**src/hw/rtl/hsps_pkg.sv**
```systemverilog
package hsps_pkg;

	// Bus request codes carried by each result word.
	localparam logic [1:0] REQ_NONE  = 2'd0;
	localparam logic [1:0] REQ_PROBE = 2'd1;
	localparam logic [1:0] REQ_WRITE = 2'd2;
	localparam logic [1:0] REQ_READ  = 2'd3;

	// Sensor command bytes.
	localparam logic [7:0] CMD_MEAS_T = 8'hF3;
	localparam logic [7:0] CMD_MEAS_H = 8'hF5;
	localparam logic [7:0] CMD_RESET  = 8'hFE;
	localparam logic [7:0] CMD_NONE   = 8'h00;

	// Event codes on the input channel.
	localparam logic EVT_TICK     = 1'b0;
	localparam logic EVT_RESPONSE = 1'b1;

	// Configuration register indexes and port widths.
	localparam int CFG_INDEX_W = 8;
	localparam int CFG_DATA_W  = 16;
	localparam logic [CFG_INDEX_W-1:0] CFG_POLL_PERIOD = 8'd0;
	localparam logic [CFG_INDEX_W-1:0] CFG_STEP_DELAY  = 8'd1;
	localparam logic [CFG_INDEX_W-1:0] CFG_DEV_ADDR    = 8'd2;
	localparam logic [CFG_INDEX_W-1:0] CFG_BUS_CHANNEL = 8'd3;

	// Configuration reset values.
	localparam logic [15:0] POLL_PERIOD_RST = 16'd1000;
	localparam logic [7:0]  STEP_DELAY_RST  = 8'd40;

	// Fixed-point conversion: floor(scale * raw / 65536) - offset, 15-bit result.
	localparam int VALUE_W = 15;
	localparam int RAW_W   = 16;
	localparam int SCALE_W = 15;
	localparam logic [SCALE_W-1:0] TEMP_SCALE  = 15'd17572;
	localparam logic [VALUE_W-1:0] TEMP_OFFSET = 15'd4685;
	localparam logic [SCALE_W-1:0] HUM_SCALE   = 15'd12500;
	localparam logic [VALUE_W-1:0] HUM_OFFSET  = 15'd600;

endpackage

```
**src/hw/rtl/hsps_if.sv**
```systemverilog
// Input channel: millisecond ticks and bus master responses.
interface hsps_evt_if;
	logic       valid;
	logic       ready;
	logic       cmd;
	logic       bus_ok;
	logic [7:0] data_high;
	logic [7:0] data_low;

	modport source (output valid, cmd, bus_ok, data_high, data_low, input ready);
	modport sink   (input valid, cmd, bus_ok, data_high, data_low, output ready);
endinterface

// Result channel: bus requests, stored readings and status.
interface hsps_res_if;
	logic                                 valid;
	logic                                 ready;
	logic [1:0]                           bus_request;
	logic [7:0]                           command_byte;
	logic signed [hsps_pkg::VALUE_W-1:0]  temperature_centi;
	logic signed [hsps_pkg::VALUE_W-1:0]  humidity_centi;
	logic                                 reading_valid;
	logic                                 error_flag;
	logic                                 cycle_done;

	modport source (output valid, bus_request, command_byte, temperature_centi,
		humidity_centi, reading_valid, error_flag, cycle_done, input ready);
	modport sink   (input valid, bus_request, command_byte, temperature_centi,
		humidity_centi, reading_valid, error_flag, cycle_done, output ready);
endinterface

// Configuration write channel.
interface hsps_cfg_if;
	logic                               valid;
	logic                               ready;
	logic [hsps_pkg::CFG_INDEX_W-1:0]   index;
	logic [hsps_pkg::CFG_DATA_W-1:0]    data;

	modport source (output valid, index, data, input ready);
	modport sink   (input valid, index, data, output ready);
endinterface

```
**src/hw/rtl/hsps_convert.sv**
```systemverilog
// Converts a raw 16-bit sensor reading to hundredths, for temperature or humidity.
module hsps_convert (
	input  logic [hsps_pkg::RAW_W-1:0]          raw,
	input  logic                                sel_humidity,
	output logic signed [hsps_pkg::VALUE_W-1:0] value
);

	localparam int PROD_W = hsps_pkg::RAW_W + hsps_pkg::SCALE_W;

	logic [hsps_pkg::SCALE_W-1:0] scale;
	logic [hsps_pkg::VALUE_W-1:0] offset;
	logic [PROD_W-1:0]            product;
	logic [hsps_pkg::VALUE_W-1:0] scaled;

	// One shared multiplier; the coefficients are picked by the reading in hand.
	always_comb begin
		scale   = sel_humidity ? hsps_pkg::HUM_SCALE : hsps_pkg::TEMP_SCALE;
		offset  = sel_humidity ? hsps_pkg::HUM_OFFSET : hsps_pkg::TEMP_OFFSET;
		product = PROD_W'(raw) * PROD_W'(scale);
		scaled  = product[PROD_W-1:hsps_pkg::RAW_W];
		value   = $signed(scaled - offset);
	end

endmodule

```
**src/hw/rtl/humidity_sensor_poll_sequencer_top.sv**
```systemverilog
// Poll sequencer for a temperature and humidity sensor behind an external I2C master.
// The events channel carries one word per millisecond tick (cmd 0) or per bus
// response to the last request (cmd 1, with bus_ok and the two data bytes read).
// Every event word yields exactly one result word on the results channel: the next
// bus request (none, probe, write command_byte, read the data bytes), the stored
// temperature and humidity in hundredths, and the valid, error and done flags.
// The cfg channel writes the poll period and step delay; it is always ready and
// should only be written while no event word is in flight. Indexes two and three
// (device address, bus channel) are accepted and leave the sequence unchanged.
// An accepted event word is loaded into the input register; when it advances, the
// result register is loaded from it through the sequencing logic and the single
// 16 by 15 bit conversion multiplier.
// Throughput is one word per cycle while the receiver takes results.
// When the receiver stalls, the result register holds its word, the input
// register still takes one more word, and then events.ready drops until the
// result is taken. Reset empties both registers, clears the readings and flags,
// restores the configuration defaults and starts from the probe step.
module humidity_sensor_poll_sequencer_top #(
	parameter int TIMER_WIDTH = 16
) (
	input  logic       clk,
	input  logic       arst_n,
	hsps_evt_if.sink   events,
	hsps_res_if.source results,
	hsps_cfg_if.sink   cfg
);

	localparam int CMP_W = (TIMER_WIDTH > 16) ? TIMER_WIDTH : 16;

	typedef enum logic [2:0] {
		PH_DETECT = 3'd0,
		PH_RESET  = 3'd1,
		PH_MEAS_T = 3'd2,
		PH_READ_T = 3'd3,
		PH_MEAS_H = 3'd4,
		PH_READ_H = 3'd5,
		PH_WAIT   = 3'd6
	} phase_t;

	// Configuration registers.
	logic [15:0] poll_period_q;
	logic [7:0]  step_delay_q;

	// Input register.
	logic       valid_s1;
	logic       cmd_s1;
	logic       bus_ok_s1;
	logic [15:0] raw_s1;

	// Sequencer state.
	phase_t                          phase_q, phase_d;
	logic                            await_q, await_d;
	logic [TIMER_WIDTH-1:0]          step_q, step_d;
	logic [TIMER_WIDTH-1:0]          cycle_q, cycle_d;
	logic signed [hsps_pkg::VALUE_W-1:0] temp_q, temp_d;
	logic signed [hsps_pkg::VALUE_W-1:0] hum_q, hum_d;
	logic                            rvalid_q, rvalid_d;
	logic                            error_q, error_d;

	// Result register.
	logic                            out_valid_q;
	logic [1:0]                      req_q, req_d;
	logic [7:0]                      cbyte_q, cbyte_d;
	logic                            done_q, done_d;

	logic                            advance;
	logic                            step_ready;
	logic signed [hsps_pkg::VALUE_W-1:0] conv_value;

	assign advance      = valid_s1 && (!out_valid_q || results.ready);
	assign events.ready = !valid_s1 || advance;
	assign cfg.ready    = 1'b1;

	// Conversion of the reading carried by the current response word.
	hsps_convert u_convert (
		.raw          (raw_s1),
		.sel_humidity (phase_q == PH_READ_H),
		.value        (conv_value)
	);

	// Configuration writes; indexes beyond the step delay change nothing here.
	always_ff @(posedge clk or negedge arst_n) begin
		if (!arst_n) begin
			poll_period_q <= hsps_pkg::POLL_PERIOD_RST;
			step_delay_q  <= hsps_pkg::STEP_DELAY_RST;
		end else if (cfg.valid && cfg.ready) begin
			case (cfg.index)
				hsps_pkg::CFG_POLL_PERIOD: poll_period_q <= cfg.data[15:0];
				hsps_pkg::CFG_STEP_DELAY:  step_delay_q  <= cfg.data[7:0];
				default: ;
			endcase
		end
	end

	// Next state and result for the word in the input register.
	always_comb begin
		phase_d    = phase_q;
		await_d    = await_q;
		step_d     = step_q;
		cycle_d    = cycle_q;
		temp_d     = temp_q;
		hum_d      = hum_q;
		rvalid_d   = rvalid_q;
		error_d    = error_q;
		req_d      = hsps_pkg::REQ_NONE;
		cbyte_d    = hsps_pkg::CMD_NONE;
		done_d     = 1'b0;
		step_ready = 1'b0;

		if (cmd_s1 == hsps_pkg::EVT_TICK) begin
			// Both timers count up and stick at their maximum.
			step_d  = (step_q == '1) ? step_q : step_q + 1'b1;
			cycle_d = (cycle_q == '1) ? cycle_q : cycle_q + 1'b1;
			step_ready = CMP_W'(step_d) >= CMP_W'(step_delay_q);
			if (!await_q) begin
				case (phase_q)
					PH_MEAS_T: begin
						if (step_ready) begin
							req_d   = hsps_pkg::REQ_WRITE;
							cbyte_d = hsps_pkg::CMD_MEAS_T;
							await_d = 1'b1;
						end
					end
					PH_MEAS_H: begin
						if (step_ready) begin
							req_d   = hsps_pkg::REQ_WRITE;
							cbyte_d = hsps_pkg::CMD_MEAS_H;
							await_d = 1'b1;
						end
					end
					PH_READ_T, PH_READ_H: begin
						if (step_ready) begin
							req_d   = hsps_pkg::REQ_READ;
							await_d = 1'b1;
						end
					end
					PH_WAIT: begin
						if (CMP_W'(cycle_d) >= CMP_W'(poll_period_q)) begin
							phase_d = PH_DETECT;
						end
					end
					default: begin
						// Detect, reset and unknown codes all start with a probe.
						req_d   = hsps_pkg::REQ_PROBE;
						phase_d = PH_DETECT;
						cycle_d = '0;
						await_d = 1'b1;
					end
				endcase
			end
		end else if (await_q) begin
			await_d = 1'b0;
			if (!bus_ok_s1) begin
				// A failed transaction drops the reading and waits a full period.
				error_d  = 1'b1;
				rvalid_d = 1'b0;
				step_d   = '0;
				cycle_d  = '0;
				phase_d  = PH_WAIT;
			end else begin
				case (phase_q)
					PH_RESET: begin
						error_d = 1'b0;
						step_d  = '0;
						phase_d = PH_MEAS_T;
					end
					PH_MEAS_T: begin
						error_d = 1'b0;
						step_d  = '0;
						phase_d = PH_READ_T;
					end
					PH_MEAS_H: begin
						error_d = 1'b0;
						step_d  = '0;
						phase_d = PH_READ_H;
					end
					PH_READ_T: begin
						temp_d  = conv_value;
						step_d  = '0;
						phase_d = PH_MEAS_H;
					end
					PH_READ_H: begin
						hum_d    = conv_value;
						rvalid_d = 1'b1;
						done_d   = 1'b1;
						phase_d  = PH_WAIT;
					end
					PH_WAIT: ;
					default: begin
						// Probe answered: issue the soft reset at once.
						phase_d = PH_RESET;
						req_d   = hsps_pkg::REQ_WRITE;
						cbyte_d = hsps_pkg::CMD_RESET;
						await_d = 1'b1;
					end
				endcase
			end
		end
	end

	// Input register, sequencer state and result register.
	always_ff @(posedge clk or negedge arst_n) begin
		if (!arst_n) begin
			valid_s1    <= 1'b0;
			out_valid_q <= 1'b0;
			phase_q     <= PH_DETECT;
			await_q     <= 1'b0;
			step_q      <= '0;
			cycle_q     <= '0;
			temp_q      <= '0;
			hum_q       <= '0;
			rvalid_q    <= 1'b0;
			error_q     <= 1'b0;
			req_q       <= hsps_pkg::REQ_NONE;
			cbyte_q     <= hsps_pkg::CMD_NONE;
			done_q      <= 1'b0;
		end else begin
			if (events.ready) begin
				valid_s1 <= events.valid;
			end
			if (advance) begin
				out_valid_q <= 1'b1;
				phase_q     <= phase_d;
				await_q     <= await_d;
				step_q      <= step_d;
				cycle_q     <= cycle_d;
				temp_q      <= temp_d;
				hum_q       <= hum_d;
				rvalid_q    <= rvalid_d;
				error_q     <= error_d;
				req_q       <= req_d;
				cbyte_q     <= cbyte_d;
				done_q      <= done_d;
			end else if (results.ready) begin
				out_valid_q <= 1'b0;
			end
		end
	end

	// Payload registers need no reset.
	always_ff @(posedge clk) begin
		if (events.valid && events.ready) begin
			cmd_s1    <= events.cmd;
			bus_ok_s1 <= events.bus_ok;
			raw_s1    <= {events.data_high, events.data_low};
		end
	end

	// The stored readings and flags after each word go out with its request.
	assign results.valid             = out_valid_q;
	assign results.bus_request       = req_q;
	assign results.command_byte      = cbyte_q;
	assign results.temperature_centi = temp_q;
	assign results.humidity_centi    = hum_q;
	assign results.reading_valid     = rvalid_q;
	assign results.error_flag        = error_q;
	assign results.cycle_done        = done_q;

`ifndef SYNTHESIS
	a_done_implies_valid: assert property (@(posedge clk) disable iff (!arst_n)
		results.valid && results.cycle_done |-> results.reading_valid)
		else $error("cycle_done without reading_valid");

	a_cbyte_only_on_write: assert property (@(posedge clk) disable iff (!arst_n)
		results.valid && (results.bus_request != hsps_pkg::REQ_WRITE)
		|-> results.command_byte == hsps_pkg::CMD_NONE)
		else $error("command byte set on a request other than a write");

	a_no_await_in_wait: assert property (@(posedge clk) disable iff (!arst_n)
		!(await_q && (phase_q == PH_WAIT)))
		else $error("response awaited during the poll wait");

	a_valid_error_exclusive: assert property (@(posedge clk) disable iff (!arst_n)
		!(rvalid_q && error_q))
		else $error("reading valid while the error flag is set");

	a_request_sets_await: assert property (@(posedge clk) disable iff (!arst_n)
		advance && (req_d != hsps_pkg::REQ_NONE) |=> await_q)
		else $error("request issued without awaiting a response");
`endif

endmodule
```
**src/flat_wrapper.sv**
```systemverilog
// flat-port wrapper written by rule: the top's interface ports become plain ports
module humidity_sensor_poll_sequencer_top_flat 
#(
	parameter int TIMER_WIDTH = 16
)
  (clk, arst_n, events_valid, events_cmd, events_bus_ok, events_data_high, events_data_low, events_ready, results_valid, results_bus_request, results_command_byte, results_temperature_centi, results_humidity_centi, results_reading_valid, results_error_flag, results_cycle_done, results_ready, cfg_valid, cfg_index, cfg_data, cfg_ready);
  hsps_evt_if events_i ();
  hsps_res_if results_i ();
  hsps_cfg_if cfg_i ();
  input  logic clk;
  input  logic arst_n;
  input wire logic [$bits(events_i.valid)-1:0] events_valid;
  input wire logic [$bits(events_i.cmd)-1:0] events_cmd;
  input wire logic [$bits(events_i.bus_ok)-1:0] events_bus_ok;
  input wire logic [$bits(events_i.data_high)-1:0] events_data_high;
  input wire logic [$bits(events_i.data_low)-1:0] events_data_low;
  output wire logic [$bits(events_i.ready)-1:0] events_ready;
  output wire logic [$bits(results_i.valid)-1:0] results_valid;
  output wire logic [$bits(results_i.bus_request)-1:0] results_bus_request;
  output wire logic [$bits(results_i.command_byte)-1:0] results_command_byte;
  output wire logic [$bits(results_i.temperature_centi)-1:0] results_temperature_centi;
  output wire logic [$bits(results_i.humidity_centi)-1:0] results_humidity_centi;
  output wire logic [$bits(results_i.reading_valid)-1:0] results_reading_valid;
  output wire logic [$bits(results_i.error_flag)-1:0] results_error_flag;
  output wire logic [$bits(results_i.cycle_done)-1:0] results_cycle_done;
  input wire logic [$bits(results_i.ready)-1:0] results_ready;
  input wire logic [$bits(cfg_i.valid)-1:0] cfg_valid;
  input wire logic [$bits(cfg_i.index)-1:0] cfg_index;
  input wire logic [$bits(cfg_i.data)-1:0] cfg_data;
  output wire logic [$bits(cfg_i.ready)-1:0] cfg_ready;
  assign events_i.valid = events_valid;
  assign events_i.cmd = events_cmd;
  assign events_i.bus_ok = events_bus_ok;
  assign events_i.data_high = events_data_high;
  assign events_i.data_low = events_data_low;
  assign events_ready = events_i.ready;
  assign results_valid = results_i.valid;
  assign results_bus_request = results_i.bus_request;
  assign results_command_byte = results_i.command_byte;
  assign results_temperature_centi = results_i.temperature_centi;
  assign results_humidity_centi = results_i.humidity_centi;
  assign results_reading_valid = results_i.reading_valid;
  assign results_error_flag = results_i.error_flag;
  assign results_cycle_done = results_i.cycle_done;
  assign results_i.ready = results_ready;
  assign cfg_i.valid = cfg_valid;
  assign cfg_i.index = cfg_index;
  assign cfg_i.data = cfg_data;
  assign cfg_ready = cfg_i.ready;
  humidity_sensor_poll_sequencer_top #(.TIMER_WIDTH(TIMER_WIDTH)) u_core (.clk(clk), .arst_n(arst_n), .events(events_i), .results(results_i), .cfg(cfg_i));
endmodule
```
**config.mk**
```make
export PLATFORM = sky130hd
export DESIGN_NAME = humidity_sensor_poll_sequencer_top_flat
export DESIGN_NICKNAME = d
export VERILOG_FILES = /design/src/hw/rtl/hsps_pkg.sv /design/src/hw/rtl/hsps_if.sv /design/src/hw/rtl/hsps_convert.sv /design/src/hw/rtl/humidity_sensor_poll_sequencer_top.sv /design/src/flat_wrapper.sv
export SDC_FILE = /design/constraint.sdc
export NUM_CORES = 1
export LEC_CHECK = 0
export BUFFER_PORTS_ARGS = -buffer_cell sky130_fd_sc_hd__buf_4
export CAP_MARGIN = 20
export CORE_ASPECT_RATIO = 1.25
export CORE_MARGIN = 2
export CORE_UTILIZATION = 51
export DETAILED_ROUTE_END_ITERATION = 16
export PLACE_DENSITY = 0.68
export SYNTH_ARGS = -nofsm -noshare
export SYNTH_HDL_FRONTEND = slang
export SYNTH_SLANG_ARGS = --single-unit
```
**constraint.sdc**
```tcl
create_clock -name clk -period 8.9 [get_ports clk]
set_clock_uncertainty 0.05 [all_clocks]
set_input_delay 0 -clock clk [delete_from_list [all_inputs] [get_ports clk]]
set_output_delay 0 -clock clk [all_outputs]
set_load 0.02 [all_outputs]
```
==> results of run 1 <==
[routing by layer]
metal	global-route usage (%)	up-vias	part of all wire (%)
met2	45.4	180	54
li1	-	4397	-
met4	8.43	0	2.4
met5	0	-	0
met3	3.08	45	2.8
met1	30.4	4372	41
[synth_stat cells, drive strengths merged, types with 14 or more instances]
| master | instances |
|---|---|
| and3 | 19 |
| o21ai | 86 |
| xor2 | 17 |
| inv | 138 |
| and2 | 18 |
| clkbuf | 43 |
| nand3 | 31 |
| a21oi | 54 |
| ha | 150 |
| xnor2 | 32 |
| nor3 | 16 |
| nor2 | 55 |
| o31ai | 14 |
| edfxtp | 18 |
| a21o | 19 |
| fa | 76 |
| nand4 | 15 |
| nand2 | 137 |
| dfrtp | 94 |
| mux2 | 18 |
[logic make-up (layout without fill, tap and decap cells)]
family / after synthesis / after routing / share of synthesized area (%)
AOI/OAI and AO/OA: 240 / 240 / 13.9
xor gates and xnor gates: 49 / 49 / 3.79
adders and majority gates: 226 / 226 / 30.0
buffers and inverters: 189 / 310 / 6.43
DFF: 120 / 120 / 27.4
muxes: 22 / 22 / 2.18
other: 2 / 18 / 0.0664
and+or+nand+nor: 365 / 365 / 16.1
[repair_timing]
| action | in CTS | in global routing |
|---|---|---|
| hold endpoints to repair | 87 | 0 |
| hold buffers | 39 | 0 |
| buffers inserted | 0 | 0 |
| setup endpoints to repair | 0 | 0 |
[flip-flops by register name, summed over array words and instances, names as in the netlist, 2 cells and up]
signal / count
u_core.step_delay_q: 8
u_core.results.bus_request: 2
u_core.step_q: 16
u_core.results.command_byte: 5
u_core.poll_period_q: 16
u_core.phase_q: 3
u_core.results.humidity_centi: 15
u_core.raw_s1: 16
u_core.cycle_q: 16
u_core.results.temperature_centi: 15
[metrics by stage]
step                      setup WS, ns  utilization, %
final                             1.02            61.4
after global routing             0.469            61.4
after CTS                         1.05            61.3
after detailed placement          1.09            56.7
after global placement            1.25            56.7
after floorplan                   1.62               -
[worst max-delay path, delay by kind of cell, from the launching register on]
family / cells / cell delay, ns
XOR/XNOR: 1 / 0.18
buffers and inverters: 6 / 0.55
adder cells (fa/ha/maj): 8 / 3.21
flip-flops: 1 / 0.54
AND/OR/NAND/NOR: 8 / 1.64
multiplexers: 1 / 0.33
AO/OA/AOI/OAI: 5 / 1.26
[cell type report]
class,count,share of cell area (%)
Clock buffer,18,3.31
Tap cell,279,2.63
Sequential cell,120,23.4
Clock inverter,14,1.22
Timing Repair Buffer,139,8.74
Multi-Input combinational cell,920,56.8
Inverter,139,3.93
[worst max-delay path by stage]
stage	start	to	slack, ns	depth (start not counted)
final	u_core.phase_q[2]$_DFFE_PN0P_	u_core.results.humidity_centi[13]$_DFFE_PN0P_	1.02	29
after CTS	u_core.phase_q[2]$_DFFE_PN0P_	u_core.results.temperature_centi[13]$_DFFE_PN0P_	1.05	29
after floorplan	u_core.phase_q[2]$_DFFE_PN0P_	u_core.results.temperature_centi[13]$_DFFE_PN0P_	1.62	29
after global routing	u_core.phase_q[2]$_DFFE_PN0P_	u_core.results.humidity_centi[13]$_DFFE_PN0P_	0.47	29
after detailed placement	u_core.phase_q[2]$_DFFE_PN0P_	u_core.results.temperature_centi[13]$_DFFE_PN0P_	1.09	29
after global placement	u_core.phase_q[2]$_DFFE_PN0P_	u_core.results.temperature_centi[13]$_DFFE_PN0P_	1.25	29
==> run_results.csv, run 1 <==
group,metric,value,unit
finish,design_area,13300,um^2
place,numPortBuffers,91,
finish,drive_above_1_share,13.7,%
worst_setup_path,max_stage_delay,0.55,ns
drt,routed_wl,27700,um
finish,layout-area-overhead-vs-synth,17.4,%
place,hpwl,21400,um
logic_synthesis,netlist.top_cell.by_area,"dfrtp_1",
timing,hold_violations,0,
clock_network,numCtsBuffers,17,
worst_setup_path,critPathLaunchType,"flip-flop",
worst_setup_path,cp.arrival,8.15,ns
min_path,whs_endpoint,"u_core.poll_period_q[5]$_DFFE_PN1P_",
floorplanning,die-area,23400,um^2
logic_synthesis,netlist_area,11300,um^2
worst_setup_path,end_kind,"flip-flop",
flow_run,cap_violations,0,
floorplanning,initial_core_util,52.3,%
logic_synthesis,syn_area_per_cell,9.33,um^2
drt,drtIter0Drc,460,
finish,finalNetCount,1610,
logic_synthesis,seq_area_frac_synth,27.4,%
drt,routedWlPerCell,17.0,um
finish,final_cell_mix,"ha_1 (150), inv_1 (138), nand2_1 (137), buf_4 (99), dfrtp_1 (94)",
drt,dr_total_vias,8994,
finish,multi_input_area,7540,um^2
drt,vias_per_cell,5.52,
worst_setup_path,cp_common_cell,"inv_1",
finish,final_common_cell,"ha_1",
min_path,min_path_cells,5,
logic_synthesis,synth.distinct_cells,74,
clock_network,cts.path.max_buffers,2,
floorplanning,die_w,137,um
logic_synthesis,yosysWarnings,0,
worst_setup_path,r2r_slack,1.02,ns
clock_network,clk_pin_slew,0.06,ns
timing,period_share,88.6,%
grt,grt_usage,25.0,%
min_path,hold_path.class,"input port to flip-flop",
clock_network,clockRootBuffer,"clkbuf_16",
min_path,hold_path_startpoint,"cfg_index[0]",
logic_synthesis,synthDominantCellAreaShare,20.8,%
place,dpl_cell_area,12300,um^2
timing,period_minus_slack,7.88,ns
drt,drc,0,
logic_synthesis,dominantRegCellSynth,"dfrtp_1",
place,gp_congestion,0.896,
clock_network,cts_resized,0,
timing,hold_ws,0.0141,ns
worst_setup_path,critical_path_class,"flip-flop to flip-flop",
grt,grt_first_pass_wirelength,45800,um
timing,max_freq,127,MHz
timing,slew_headroom,38.4,%
finish,antennaDiodeCount,0,
floorplanning,rows,60,
worst_setup_path,r2r-start,"u_core.phase_q[2]$_DFFE_PN0P_",
grt,grt_overflow,0,
drt,postRouteAntennaNets,0,
worst_setup_path,rr_worst_depth,29,
worst_setup_path,cp_slowest_cell,"fa_1",
outcome,status,"complete, no violations",
floorplanning,core_area,21600,um^2
worst_setup_path,critPathMaxFanout,15,
grt,grt_max_degree,60,
timing,setup_viol,0,
logic_synthesis,ys_seq_elements,120,
timing,rsz0062_at_grt,"false",
place,dp_cells,1557,
timing,setup_tns,0,ns
grt,grt_pass1_vias,9203,
worst_setup_path,required,9.17,ns
finish,seqCellArea,3100,um^2
floorplanning,ioPinCount,93,
timing,slew_violations,0,
logic_synthesis,synthCells,1213,
worst_setup_path,r2r_end,"u_core.results.humidity_centi[13]$_DFFE_PN0P_",
clock_network,h-tree-depth,4,
grt,antenna_found_initial,0,
finish,fillers,1914,
logic_synthesis,synth_edf_count,18,
clock_network,cts.sinks,120,
clock_network,cts_tree,"done",
timing,tightest_slew,0.923,ns
logic_synthesis,synth.area.top_cells,"dfrtp_1 (21%), ha_1 (17%), fa_1 (13%), edfxtp_1 (4.8%), inv_1 (4.6%)",
floorplanning,dieHeight,171,um
drt,dr.pass1.iters,5,
clock_network,insertion_delay,0.43,ns
logic_synthesis,async_reset_ff_share,85.0,%
finish,instances_no_fill,1629,
Power of run 1 is left out: the tool's default activity adds up to more than one toggle a clock period on the data nets, which glitch-free logic cannot reach.
==> run 2: changes to the inputs <==
BUFFER_PORTS_ARGS = -buffer_cell sky130_fd_sc_hd__clkbuf_2   (was -buffer_cell sky130_fd_sc_hd__buf_4)
==> run_results.csv, run 2 (synthesized netlist as in run 1, its figures left out) <==
group,metric,value,unit
min_path,hold_path.class,"input port to flip-flop",
timing,setup_tns,0,ns
clock_network,h-tree-depth,4,
worst_setup_path,r2r_end,"u_core.results.humidity_centi[13]$_DFFE_PN0P_",
timing,fin_ws,0.921,ns
drt,dr.pass1.iters,6,
worst_setup_path,cp.arrival,8.24,ns
place,dpl_cell_area,12000,um^2
worst_setup_path,r2r_slack,0.92,ns
worst_setup_path,max_stage_delay,0.55,ns
grt,grt_util_met3,3.35,%
clock_network,cts_tree,"done",
grt,grt_pass1_vias,9156,
floorplanning,rows,60,
grt,grt_first_pass_wirelength,45300,um
worst_setup_path,rr_worst_depth,29,
finish,finalNetCount,1609,
place,numPortBuffers,91,
finish,final_common_cell,"ha_1",
outcome,status,"complete, no violations",
grt,grt_overflow,0,
grt,use_met1,30.0,%
timing,rsz0062_at_grt,"false",
drt,postRouteAntennaNets,0,
floorplanning,core_area,21600,um^2
place,gp_congestion,0.896,
clock_network,cts.sinks,120,
worst_setup_path,critPathLaunchType,"flip-flop",
drt,routedWlPerCell,16.8,um
worst_setup_path,cp_common_cell,"inv_1",
flow_run,cap_violations,0,
finish,design_area,13000,um^2
min_path,hold_path_startpoint,"cfg_index[0]",
timing,period_minus_slack,7.98,ns
drt,drc,0,
grt,busiest_layer,"met2",
grt,met2_usage,44.6,%
floorplanning,ioPinCount,93,
timing,setup_viol,0,
floorplanning,die-area,23400,um^2
grt,grt_usage,24.8,%
drt,dr_total_vias,9011,
floorplanning,dieHeight,171,um
clock_network,numCtsBuffers,17,
place,hpwl,21100,um
clock_network,clockRootBuffer,"clkbuf_16",
drt,vias_per_cell,5.54,
finish,final_cell_mix,"ha_1 (150), inv_1 (138), nand2_1 (137), dfrtp_1 (94), clkbuf_2 (90)",
worst_setup_path,critPathMaxFanout,15,
grt,grt_max_degree,64,
finish,layout-area-overhead-vs-synth,14.9,%
grt,antenna_found_initial,0,
timing,hold_ws,0.0174,ns
timing,max_freq,125,MHz
worst_setup_path,cp_slowest_cell,"fa_1",
worst_setup_path,critical_path_class,"flip-flop to flip-flop",
min_path,whs_endpoint,"u_core.poll_period_q[3]$_DFFE_PN1P_",
worst_setup_path,r2r-start,"u_core.phase_q[2]$_DFFE_PN0P_",
timing,hold_violations,0,
timing,tightest_slew,0.928,ns
min_path,min_path_cells,5,
clock_network,cts.path.max_buffers,2,
floorplanning,initial_core_util,52.3,%
finish,antennaDiodeCount,0,
drt,drtIter0Drc,482,
worst_setup_path,end_kind,"flip-flop",
timing,period_share,89.7,%
floorplanning,die_w,137,um
drt,routed_wl,27300,um
timing,slew_violations,0,
clock_network,clk_pin_slew,0.06,ns
place,dp_slack,1.08,ns
timing,slew_headroom,38.1,%
worst_setup_path,required,9.16,ns
clock_network,insertion_delay,0.43,ns
finish,drive_above_1_share,13.6,%
-- run 2: repair_timing --
| action | CTS | global route |
|---|---|---|
| setup buffers | 0 | 0 |
| hold buffers | 38 | 0 |
| resized for setup | 0 | 0 |
| endpoints found under the setup margin | 0 | 0 |
| hold endpoints to repair | 83 | 0 |
-- run 2: worst max-delay path by stage --
| stage | cells past startpoint | to | start | slack [ns] |
|---|---|---|---|---|
| 6_report | 29 | u_core.results.humidity_centi[13]$_DFFE_PN0P_ | u_core.phase_q[2]$_DFFE_PN0P_ | 0.92 |
| 3_5_place_dp | 29 | u_core.results.humidity_centi[13]$_DFFE_PN0P_ | u_core.phase_q[2]$_DFFE_PN0P_ | 1.08 |
| 5_1_grt | 29 | u_core.results.humidity_centi[13]$_DFFE_PN0P_ | u_core.phase_q[2]$_DFFE_PN0P_ | 0.46 |
| 3_3_place_gp | 26 | u_core.results.humidity_centi[13]$_DFFE_PN0P_ | u_core.phase_q[2]$_DFFE_PN0P_ | 1.24 |
| 2_1_floorplan | 29 | u_core.results.temperature_centi[13]$_DFFE_PN0P_ | u_core.phase_q[2]$_DFFE_PN0P_ | 1.62 |
| 4_1_cts | 29 | u_core.results.humidity_centi[13]$_DFFE_PN0P_ | u_core.phase_q[2]$_DFFE_PN0P_ | 0.97 |
-- run 2: routing by layer --
layer | wire length [um] | share of wire, %
met1 | 11400 | 42
met2 | 14300 | 52
met3 | 823 | 3.0
met4 | 813 | 3.0
met5 | 0 | 0
-- run 2: layout make-up --
type / instances / area (um^2)
fill: 1847 / 8620
multi-input combinational: 920 / 7540
sequential: 120 / 3100
timing repair buffer: 138 / 906
inverter: 139 / 522
clock buffer: 18 / 429
tap: 279 / 349
clock inverter: 14 / 149
-- run 2: metrics by stage --
step / std cells / util [%]
2_1_floorplan: 1229 / -
3_3_place_gp: 1558 / 55.7
3_5_place_dp: 1558 / 55.7
4_1_cts: 1628 / 60.1
5_1_grt: 1628 / 60.1
6_report: 1628 / 60.1
-- run 2: worst max-delay path, delay by kind of cell (launching register included) --
kind / cells / cell delay, ns
adder cells (fa/ha/maj): 8 / 3.22
AND/OR/NAND/NOR: 8 / 1.65
AO/OA/AOI/OAI: 5 / 1.38
buffers and inverters: 6 / 0.54
flip-flops: 1 / 0.53
multiplexers: 1 / 0.33
XOR/XNOR: 1 / 0.17
Power of run 2 is left out for the same reason.
